$ cat config.mk
export PLATFORM = sky130hd
export DESIGN_NAME = multi_terminal_serial_device_core
export DESIGN_NICKNAME = d
export VERILOG_FILES = /design/src/sv/mtsd_pkg.sv /design/src/sv/mtsd_core.sv /design/src/sv/mtsd_result_fifo.sv /design/src/sv/multi_terminal_serial_device_core.sv
export SDC_FILE = /design/constraint.sdc
export NUM_CORES = 1
export LEC_CHECK = 0
export BUFFER_PORTS_ARGS = -buffer_cell sky130_fd_sc_hd__buf_4
export CAP_MARGIN = 15
export CORE_ASPECT_RATIO = 0.7
export CORE_MARGIN = 2
export CORE_UTILIZATION = 50
export DETAILED_ROUTE_END_ITERATION = 6
export PLACE_DENSITY = 0.74
export REMOVE_ABC_BUFFERS = 1
export SLEW_MARGIN = 30
export SYNTH_ARGS = -nofsm -noshare
export SYNTH_HDL_FRONTEND = slang
export SYNTH_SLANG_ARGS = --single-unit
$ cat constraint.sdc
create_clock -name clk -period 14.8 [get_ports clk]
set_input_delay 1.48 -clock clk [delete_from_list [all_inputs] [get_ports clk]]
set_output_delay 1.48 -clock clk [all_outputs]
set_load 0.02 [all_outputs]
$ cat src/sv/mtsd_pkg.sv
`default_nettype none
// ----------------------------------------------------------------------------
// mtsd_pkg
// Shared types and constants of the multi-terminal serial device: the bank
// size, register offsets, control bits, action codes and item formats.
// ----------------------------------------------------------------------------
package mtsd_pkg;

  localparam int NUM_TERMINALS = 4;
  localparam int MAX_RESULTS   = 4;
  localparam int TIDX_W        = (NUM_TERMINALS > 1) ? $clog2(NUM_TERMINALS) : 1;
  localparam int SLOT_W        = (MAX_RESULTS > 1) ? $clog2(MAX_RESULTS) : 1;
  localparam int CNT_W         = $clog2(MAX_RESULTS + 1);
  localparam int FIFO_DEPTH    = 2 * MAX_RESULTS;
  localparam int FIFO_AW       = $clog2(FIFO_DEPTH);
  localparam int IRQ_TERMS     = (NUM_TERMINALS < 4) ? NUM_TERMINALS : 4;

  localparam logic [7:0] OFF_RX_CTRL = 8'd0;
  localparam logic [7:0] OFF_RX_DATA = 8'd8;
  localparam logic [7:0] OFF_TX_CTRL = 8'd16;
  localparam logic [7:0] OFF_TX_DATA = 8'd24;

  localparam int CTRL_READY_BIT  = 0;
  localparam int CTRL_ENABLE_BIT = 1;

  localparam logic [0:0] CFG_ACTIVE_TERMINALS = 1'b0;
  localparam logic [0:0] CFG_TRANSMIT_DELAY   = 1'b1;

  typedef enum logic [1:0] {
    ACT_READ    = 2'd0,
    ACT_WRITE   = 2'd1,
    ACT_RECEIVE = 2'd2,
    ACT_TICK    = 2'd3
  } action_t;

  typedef struct packed {
    action_t    action;
    logic [2:0] terminal;
    logic [7:0] reg_offset;
    logic [7:0] write_data;
    logic       side_effects;
    logic [7:0] received_byte;
  } item_t;

  typedef struct packed {
    logic [7:0] read_data;
    logic       trap;
    logic       tx_valid;
    logic [1:0] tx_terminal;
    logic [7:0] tx_byte;
    logic [7:0] irq_lines;
    logic       last;
  } result_t;

endpackage
`default_nettype wire

$ cat src/sv/mtsd_core.sv
`default_nettype none
// ----------------------------------------------------------------------------
// mtsd_core
// Terminal register bank and configuration registers. Applies one request
// per cycle while go is high and produces all of its result items at once.
// ----------------------------------------------------------------------------
module mtsd_core (
  input  wire logic                                        clk,
  input  wire logic                                        rst,
  input  wire logic                                        cfg_write,
  input  wire logic [0:0]                                  cfg_index,
  input  wire logic [15:0]                                 cfg_data,
  input  wire logic                                        go,
  input  wire mtsd_pkg::item_t                             item,
  output logic [mtsd_pkg::CNT_W-1:0]                       push_cnt,
  output mtsd_pkg::result_t [mtsd_pkg::MAX_RESULTS-1:0]    push_data
);

  localparam int N = mtsd_pkg::NUM_TERMINALS;

  logic [2:0]            active_terminals;
  logic [15:0]           transmit_delay_ticks;

  logic [N-1:0]          rx_ready, rx_ready_next;
  logic [N-1:0]          rx_ien, rx_ien_next;
  logic [N-1:0][7:0]     rx_byte, rx_byte_next;
  logic [N-1:0]          tx_ready, tx_ready_next;
  logic [N-1:0]          tx_ien, tx_ien_next;
  logic [N-1:0][7:0]     tx_byte_held, tx_byte_held_next;
  logic [N-1:0][15:0]    tx_countdown, tx_countdown_next;

  logic [3:0]                       present_count;
  logic                             present;
  logic [mtsd_pkg::TIDX_W-1:0]      tidx;
  logic [15:0]                      delay_load;
  logic [mtsd_pkg::CNT_W-1:0]       n_fire;
  logic [mtsd_pkg::CNT_W-1:0]       n_res;
  logic [7:0]                       irq;
  mtsd_pkg::result_t [mtsd_pkg::MAX_RESULTS-1:0] results;

  assign present_count = ({1'b0, active_terminals} > 4'(N)) ? 4'(N)
                                                            : {1'b0, active_terminals};
  assign present    = {1'b0, item.terminal} < present_count;
  assign tidx       = item.terminal[mtsd_pkg::TIDX_W-1:0];
  assign delay_load = (transmit_delay_ticks != 16'd0) ? transmit_delay_ticks : 16'd1;

  always_comb begin
    rx_ready_next     = rx_ready;
    rx_ien_next       = rx_ien;
    rx_byte_next      = rx_byte;
    tx_ready_next     = tx_ready;
    tx_ien_next       = tx_ien;
    tx_byte_held_next = tx_byte_held;
    tx_countdown_next = tx_countdown;
    results           = '0;
    n_fire            = '0;
    n_res             = mtsd_pkg::CNT_W'(1);
    irq               = '0;

    if (go) begin
      case (item.action)
        mtsd_pkg::ACT_READ: begin
          if (!present) begin
            results[0].trap = 1'b1;
          end else begin
            case (item.reg_offset)
              mtsd_pkg::OFF_RX_CTRL: begin
                results[0].read_data = {6'd0, rx_ien[tidx], rx_ready[tidx]};
              end
              mtsd_pkg::OFF_RX_DATA: begin
                results[0].read_data = rx_byte[tidx];
                if (item.side_effects) begin
                  rx_ready_next[tidx] = 1'b0;
                end
              end
              mtsd_pkg::OFF_TX_CTRL: begin
                results[0].read_data = {6'd0, tx_ien[tidx], tx_ready[tidx]};
              end
              default: results[0].trap = 1'b1;
            endcase
          end
        end
        mtsd_pkg::ACT_WRITE: begin
          if (!present) begin
            results[0].trap = 1'b1;
          end else begin
            case (item.reg_offset)
              mtsd_pkg::OFF_RX_CTRL: begin
                rx_ready_next[tidx] = item.write_data[mtsd_pkg::CTRL_READY_BIT];
                rx_ien_next[tidx]   = item.write_data[mtsd_pkg::CTRL_ENABLE_BIT];
              end
              mtsd_pkg::OFF_TX_CTRL: begin
                tx_ready_next[tidx] = item.write_data[mtsd_pkg::CTRL_READY_BIT];
                tx_ien_next[tidx]   = item.write_data[mtsd_pkg::CTRL_ENABLE_BIT];
              end
              mtsd_pkg::OFF_TX_DATA: begin
                tx_byte_held_next[tidx] = item.write_data;
                tx_ready_next[tidx]     = 1'b0;
                tx_countdown_next[tidx] = delay_load;
              end
              default: results[0].trap = 1'b1;
            endcase
          end
        end
        mtsd_pkg::ACT_RECEIVE: begin
          // A byte for an absent terminal is dropped without a trap.
          if (present) begin
            rx_byte_next[tidx]  = item.received_byte;
            rx_ready_next[tidx] = 1'b1;
          end
        end
        mtsd_pkg::ACT_TICK: begin
          // Firing transmitters fill result slots in ascending order; any
          // beyond the slot count hold at one and fire on the next tick.
          for (int i = 0; i < N; i++) begin
            if (tx_countdown[i] > 16'd1) begin
              tx_countdown_next[i] = tx_countdown[i] - 16'd1;
            end else if (tx_countdown[i] == 16'd1 &&
                         n_fire < mtsd_pkg::CNT_W'(mtsd_pkg::MAX_RESULTS)) begin
              tx_countdown_next[i] = 16'd0;
              tx_ready_next[i]     = 1'b1;
              results[n_fire[mtsd_pkg::SLOT_W-1:0]].tx_valid    = 1'b1;
              results[n_fire[mtsd_pkg::SLOT_W-1:0]].tx_terminal = 2'(i);
              results[n_fire[mtsd_pkg::SLOT_W-1:0]].tx_byte     = tx_byte_held[i];
              n_fire = n_fire + mtsd_pkg::CNT_W'(1);
            end
          end
          if (n_fire != '0) begin
            n_res = n_fire;
          end
        end
        default: ;
      endcase
    end

    for (int i = 0; i < mtsd_pkg::IRQ_TERMS; i++) begin
      irq[2*i]   = tx_ready_next[i] & tx_ien_next[i];
      irq[2*i+1] = rx_ready_next[i] & rx_ien_next[i];
    end
    for (int k = 0; k < mtsd_pkg::MAX_RESULTS; k++) begin
      results[k].irq_lines = irq;
      results[k].last      = (mtsd_pkg::CNT_W'(k) == n_res - mtsd_pkg::CNT_W'(1));
    end
  end

  assign push_cnt  = go ? n_res : '0;
  assign push_data = results;

  always_ff @(posedge clk) begin
    if (rst) begin
      active_terminals     <= 3'd4;
      transmit_delay_ticks <= 16'd1;
    end else if (cfg_write) begin
      case (cfg_index)
        mtsd_pkg::CFG_ACTIVE_TERMINALS: active_terminals     <= cfg_data[2:0];
        mtsd_pkg::CFG_TRANSMIT_DELAY:   transmit_delay_ticks <= cfg_data;
        default: ;
      endcase
    end
  end

  always_ff @(posedge clk) begin
    if (rst) begin
      rx_ready     <= '0;
      rx_ien       <= '0;
      rx_byte      <= '0;
      tx_ready     <= '1;
      tx_ien       <= '0;
      tx_byte_held <= '0;
      tx_countdown <= '0;
    end else begin
      rx_ready     <= rx_ready_next;
      rx_ien       <= rx_ien_next;
      rx_byte      <= rx_byte_next;
      tx_ready     <= tx_ready_next;
      tx_ien       <= tx_ien_next;
      tx_byte_held <= tx_byte_held_next;
      tx_countdown <= tx_countdown_next;
    end
  end

endmodule
`default_nettype wire

$ cat src/sv/mtsd_result_fifo.sv
`default_nettype none
// ----------------------------------------------------------------------------
// mtsd_result_fifo
// Result queue: takes up to a full set of result items per cycle and hands
// them out one per cycle on the output stream while the output is ready.
// ----------------------------------------------------------------------------
module mtsd_result_fifo (
  input  wire logic                                        clk,
  input  wire logic                                        rst,
  input  wire logic [mtsd_pkg::CNT_W-1:0]                  push_cnt,
  input  wire mtsd_pkg::result_t [mtsd_pkg::MAX_RESULTS-1:0] push_data,
  output logic                                             room,
  output logic                                             out_valid,
  input  wire logic                                        out_ready,
  output mtsd_pkg::result_t                                out_data
);

  mtsd_pkg::result_t              mem [mtsd_pkg::FIFO_DEPTH];
  logic [mtsd_pkg::FIFO_AW-1:0]   wr_ptr;
  logic [mtsd_pkg::FIFO_AW-1:0]   rd_ptr;
  logic [mtsd_pkg::FIFO_AW:0]     count;
  logic                           pop;

  assign out_valid = (count != '0);
  assign pop       = out_valid & out_ready;
  assign out_data  = mem[rd_ptr];
  // Room for a whole set of results without looking at the output side.
  assign room      = count <= (mtsd_pkg::FIFO_AW+1)'(mtsd_pkg::FIFO_DEPTH -
                                                     mtsd_pkg::MAX_RESULTS);

  always_ff @(posedge clk) begin
    if (rst) begin
      wr_ptr <= '0;
      rd_ptr <= '0;
      count  <= '0;
    end else begin
      wr_ptr <= wr_ptr + mtsd_pkg::FIFO_AW'(push_cnt);
      rd_ptr <= rd_ptr + mtsd_pkg::FIFO_AW'(pop);
      count  <= count + (mtsd_pkg::FIFO_AW+1)'(push_cnt) - (mtsd_pkg::FIFO_AW+1)'(pop);
    end
  end

  always_ff @(posedge clk) begin
    for (int k = 0; k < mtsd_pkg::MAX_RESULTS; k++) begin
      if (mtsd_pkg::CNT_W'(k) < push_cnt) begin
        mem[wr_ptr + mtsd_pkg::FIFO_AW'(k)] <= push_data[k];
      end
    end
  end

endmodule
`default_nettype wire

$ cat src/sv/multi_terminal_serial_device_core.sv
`default_nettype none
// ----------------------------------------------------------------------------
// multi_terminal_serial_device_core
// Bank of memory-mapped character terminals with receive and transmit sides.
// ----------------------------------------------------------------------------
// Order: a request accepted into the input register is applied once the result
// queue has room, its results are written to the queue and offered from there.
// Throughput: one request per cycle while the result queue has room; a tick
// that sends k bytes yields k results, the result queue absorbing the burst.
// Reset clears the input register, the result queue and all terminal state.
module multi_terminal_serial_device_core (
  input  wire logic        clk,
  input  wire logic        rst,
  input  wire logic        s_tvalid,
  output logic             s_tready,
  // action[1:0], terminal[4:2], reg_offset[12:5], write_data[20:13],
  // side_effects[21], received_byte[29:22], zero padding[31:30]
  input  wire logic [31:0] s_tdata,
  output logic             m_tvalid,
  input  wire logic        m_tready,
  // read_data[7:0], trap[8], tx_valid[9], tx_terminal[11:10], tx_byte[19:12],
  // irq_lines[27:20], zero padding[31:28]
  output logic [31:0]      m_tdata,
  output logic             m_tlast,
  input  wire logic        cfg_write,
  input  wire logic [0:0]  cfg_index,
  input  wire logic [15:0] cfg_data
);

  logic                                           in_valid;
  mtsd_pkg::item_t                                in_item;
  logic                                           process;
  logic                                           room;
  logic [mtsd_pkg::CNT_W-1:0]                     push_cnt;
  mtsd_pkg::result_t [mtsd_pkg::MAX_RESULTS-1:0]  push_data;
  mtsd_pkg::result_t                              out_res;

  assign process  = in_valid & room;
  assign s_tready = ~in_valid | process;

  always_ff @(posedge clk) begin
    if (rst) begin
      in_valid <= 1'b0;
    end else if (s_tready) begin
      in_valid <= s_tvalid;
    end
  end

  always_ff @(posedge clk) begin
    if (s_tvalid && s_tready) begin
      in_item.action        <= mtsd_pkg::action_t'(s_tdata[1:0]);
      in_item.terminal      <= s_tdata[4:2];
      in_item.reg_offset    <= s_tdata[12:5];
      in_item.write_data    <= s_tdata[20:13];
      in_item.side_effects  <= s_tdata[21];
      in_item.received_byte <= s_tdata[29:22];
    end
  end

  mtsd_core u_core (
    .clk       (clk),
    .rst       (rst),
    .cfg_write (cfg_write),
    .cfg_index (cfg_index),
    .cfg_data  (cfg_data),
    .go        (process),
    .item      (in_item),
    .push_cnt  (push_cnt),
    .push_data (push_data)
  );

  mtsd_result_fifo u_fifo (
    .clk       (clk),
    .rst       (rst),
    .push_cnt  (push_cnt),
    .push_data (push_data),
    .room      (room),
    .out_valid (m_tvalid),
    .out_ready (m_tready),
    .out_data  (out_res)
  );

  assign m_tdata = {4'd0, out_res.irq_lines, out_res.tx_byte, out_res.tx_terminal,
                    out_res.tx_valid, out_res.trap, out_res.read_data};
  assign m_tlast = out_res.last;

endmodule
`default_nettype wire

==> impl_metrics.csv <==
group,metric,value,unit
status,status,"finished, final reports clean",
clock_network,cts_tree,"done",
route,first_iter_violations,2736,
logic_synthesis,synth_cells,2404,
sta,max-slew-margin-rel,25.32,%
clock_network,htree_levels,2,
clock_network,worst_skew_pair.late_latency,0.59,ns
sta,period_minus_slack,7.489,ns
sta,fmax,0.1335,GHz
critical_path,critPathTopFamily,"simple AND/OR/NAND/NOR gates",
die,ioPinCount,89,
clock_network,cts-resized-gates,0,
clock_network,clk_path_buf_depth,3,
critical_path,cpMaxStageDelayCell,"a21o_1",
grt,grt_util_met3,7.977,%
critical_path,critPathMaxStageDelay,0.78,ns
die,rows,66,
critical_path,required,15.05,ns
critical_path,crit_chain,"inv_1 -> ha_1 -> nor3b_1 -> and4_1 -> ha_1 -> nor4bb_1 -> and4_1 -> nand2_1 -> ha_1 -> nor2_1 -> o32ai_1 -> o311ai_1 -> nand4_2 -> o21ai_0 -> buf_4 -> nand2b_1 -> a21o_1 -> buf_4",
die,start_util,50.68,%
die,dieArea,48910,sq um
route,vias,20320,
grt,track_usage,31.43,%
logic_synthesis,ys_ff_latch,436,
grt,first_global_vias,19000,
route,remaining_drc_errors,0,
grt,grt_overflow,0,
sta,min_period_over_period,50.60,%
clock_network,clock-sinks,436,
logic_synthesis,yosysWarnings,0,
logic_synthesis,avgSynthCellArea,9.802,sq um
finish,nets,2513,
critical_path,cp_num_buf_inv,3,
place,dpl_cell_area,24660,sq um
grt,use_met2,46.59,%
critical_path,worst-setup-path-type,"reg2reg",
clock_network,cts_buffers,43,
sta,finClkSkew,0.04065,ns
grt,antenna_found_initial,1,
logic_synthesis,synth_edf_count,262,
grt,grt.busiest_layer,"met2",
power,p_per_area,114.8,nW/um^2
die,die_w,263.5,microns
grt,grt.met1_usage,45.04,%
route,routed_wl,77860,microns
sta,maxSlewViolCount,0,
route,drtPass1Iterations,7,
grt,grt_max_degree,91,
place,dp_hpwl,52460,microns
die,coreArea,46490,sq um
die,fp.dieH,185.6,microns
place,gp_congestion,1.022,
critical_path,critPathArrivalTime,7.74,ns
finish,drive_above_1_share,14.20,%
hold_path,hp-class,"reg2reg",
logic_synthesis,synthesis.area,23560,sq um
clock_network,path_clk_slew,0.07,ns
flow_run,drv_cap,0,
clock_network,post_cts.repair.setup_buffers,0,
finish,diodes,0,
sta,rsz0062_at_grt,"no",
route,wl_per_cell,25.37,microns
logic_synthesis,async_flop_share,0,%
sta,finalSetupTns,0,ns
power,irDropWorstVdd,113.4,uV
route,antenna_left,0,
logic_synthesis,synth_ff_type,"edfxtp_1",
finish,final_core_util,56.11,%
logic_synthesis,synth.distinct_cells,86,
power,p_leak,9.435,nW
power,finalPower,2.995,mW
logic_synthesis,yosysSeqAreaShare,48.17,%
finish,fillers,4004,
grt,grt_pass1_wl,117200,microns
clock_network,cts_root_buf,"clkbuf_16",
place,port-buffer-count,82,
sta,worst_slew_pin_slew,1.115,ns
clock_network,hold_buffers,0,
sta,finalHoldViolations,0,
critical_path,cpMostUsedCell,"ha_1",
critical_path,end_kind,"flop",
route,via_per_inst,6.621,
critical_path,crit_fanout,18,
finish,syn2layout_area_growth,10.72,%
critical_path,crit_path_start_kind,"flop",
sta,finalSetupViolCount,0,
finish,fin_area,26090,sq um
-- logic make-up after synthesis --
kind of cell	Yosys count	synth area share [%]
other	1	0.01591
xor gates and xnor gates	20	0.7434
adders and majority gates	36	1.975
AOI/OAI and AO/OA	612	16.73
and+or+nand+nor	934	17.91
DFF	436	48.17
muxes	163	10.84
buffers and inverters	202	3.616
-- layout by cell type, fill, tap and decap left out, types with 17 or more instances in the layout --
master	count
a211oi_1	42
mux2_2	35
nor4_1	20
and2_1	17
mux2i_1	57
o31ai_1	18
dfxtp_1	171
o22ai_1	28
nand2_1	314
o21ai_0	121
nand2b_1	17
a22o_1	19
ha_1	34
and3_1	21
nor2_1	327
clkbuf_16	43
nor3_1	72
inv_1	40
mux4_2	70
o32ai_1	23
a221oi_1	21
a21oi_1	194
nand3_1	43
a22oi_1	32
buf_4	127
edfxtp_1	262
-- per-stage QoR --
stage | hold slack, ns | setup slack (ns) | std cells
3_3_place_gp | 0.4426 | 7.609 | 2989
5_1_grt | 0.4775 | 6.932 | 3069
2_1_floorplan | 0.4259 | 8.231 | 2250
3_5_place_dp | 0.4482 | 7.565 | 2989
4_1_cts | 0.4575 | 7.528 | 3068
6_report | 0.4557 | 7.311 | 3069
-- per-layer routing --
metal	wire length [microns]	up-vias
li1	-	8981
met1	33200	9866
met2	33050	1276
met3	9075	196
met4	2516	2
met5	13	-
-- where the power goes --
part | total [mW] | internal, mW | switching (mW) | leakage (nW)
Sequential | 1.36 | 1.32 | 0.0432 | 4.06
Clock | 1.09 | 0.594 | 0.498 | 0.672
Combinational | 0.541 | 0.237 | 0.303 | 4.71
Total | 3.00 | 2.15 | 0.845 | 9.44
-- worst min-delay path: stages (launching register included) --
cell and delay (ns):
dfxtp_1 0.31, nand2_1 0.05, a21oi_1 0.05
-- cells in the mapped netlist, types with 40 or more instances --
master	number	area, sq um
mux2i_1	57	570.6
dfxtp_1	174	3483
inv_1	40	150.1
nor3_1	75	375.4
clkbuf_1	115	431.7
nand2_1	314	1179
o21ai_0	123	615.6
edfxtp_1	262	7868
a211oi_1	42	315.3
nor2_1	335	1257
mux4_2	70	1577
nand3_1	44	220.2
a21oi_1	195	975.9
-- cell type report --
class	count	area, sq um	area share (%)
Multi-Input combinational cell	1769	11450	43.90
Timing Repair Buffer	128	960.9	3.683
Clock inverter	22	232.7	0.8920
Inverter	45	168.9	0.6475
Sequential cell	436	11360	43.54
Clock buffer	57	1149	4.403
Tap cell	612	765.7	2.935
-- final timing paths --
kind | start | end | slack [ns] | depth (start not counted)
max | u_core.tx_countdown[17]$_SDFFE_PP0P_ | u_fifo.mem[1][3]$_DFFE_PP_ | 7.31 | 18
max reg2reg | u_core.tx_countdown[17]$_SDFFE_PP0P_ | u_fifo.mem[1][3]$_DFFE_PP_ | 7.31 | 18
min reg2reg | u_core.tx_byte_held[0]$_SDFFE_PP0P_ | u_core.tx_byte_held[0]$_SDFFE_PP0P_ | 0.46 | 2
min | u_core.tx_byte_held[0]$_SDFFE_PP0P_ | u_core.tx_byte_held[0]$_SDFFE_PP0P_ | 0.46 | 2
-- sequential cells by signal (all words and copies together), names as in the netlist --
signal,flops
in_item,30
in_valid,1
u_core.active_terminals,3
u_core.rx_byte,32
u_core.rx_ien,4
u_core.rx_ready,4
u_core.transmit_delay_ticks,16
u_core.tx_byte_held,32
u_core.tx_countdown,64
u_core.tx_ien,4
u_core.tx_ready,4
u_fifo.count,4
u_fifo.mem,232
u_fifo.rd_ptr,3
u_fifo.wr_ptr,3
(Power assumes the default switching activity.)
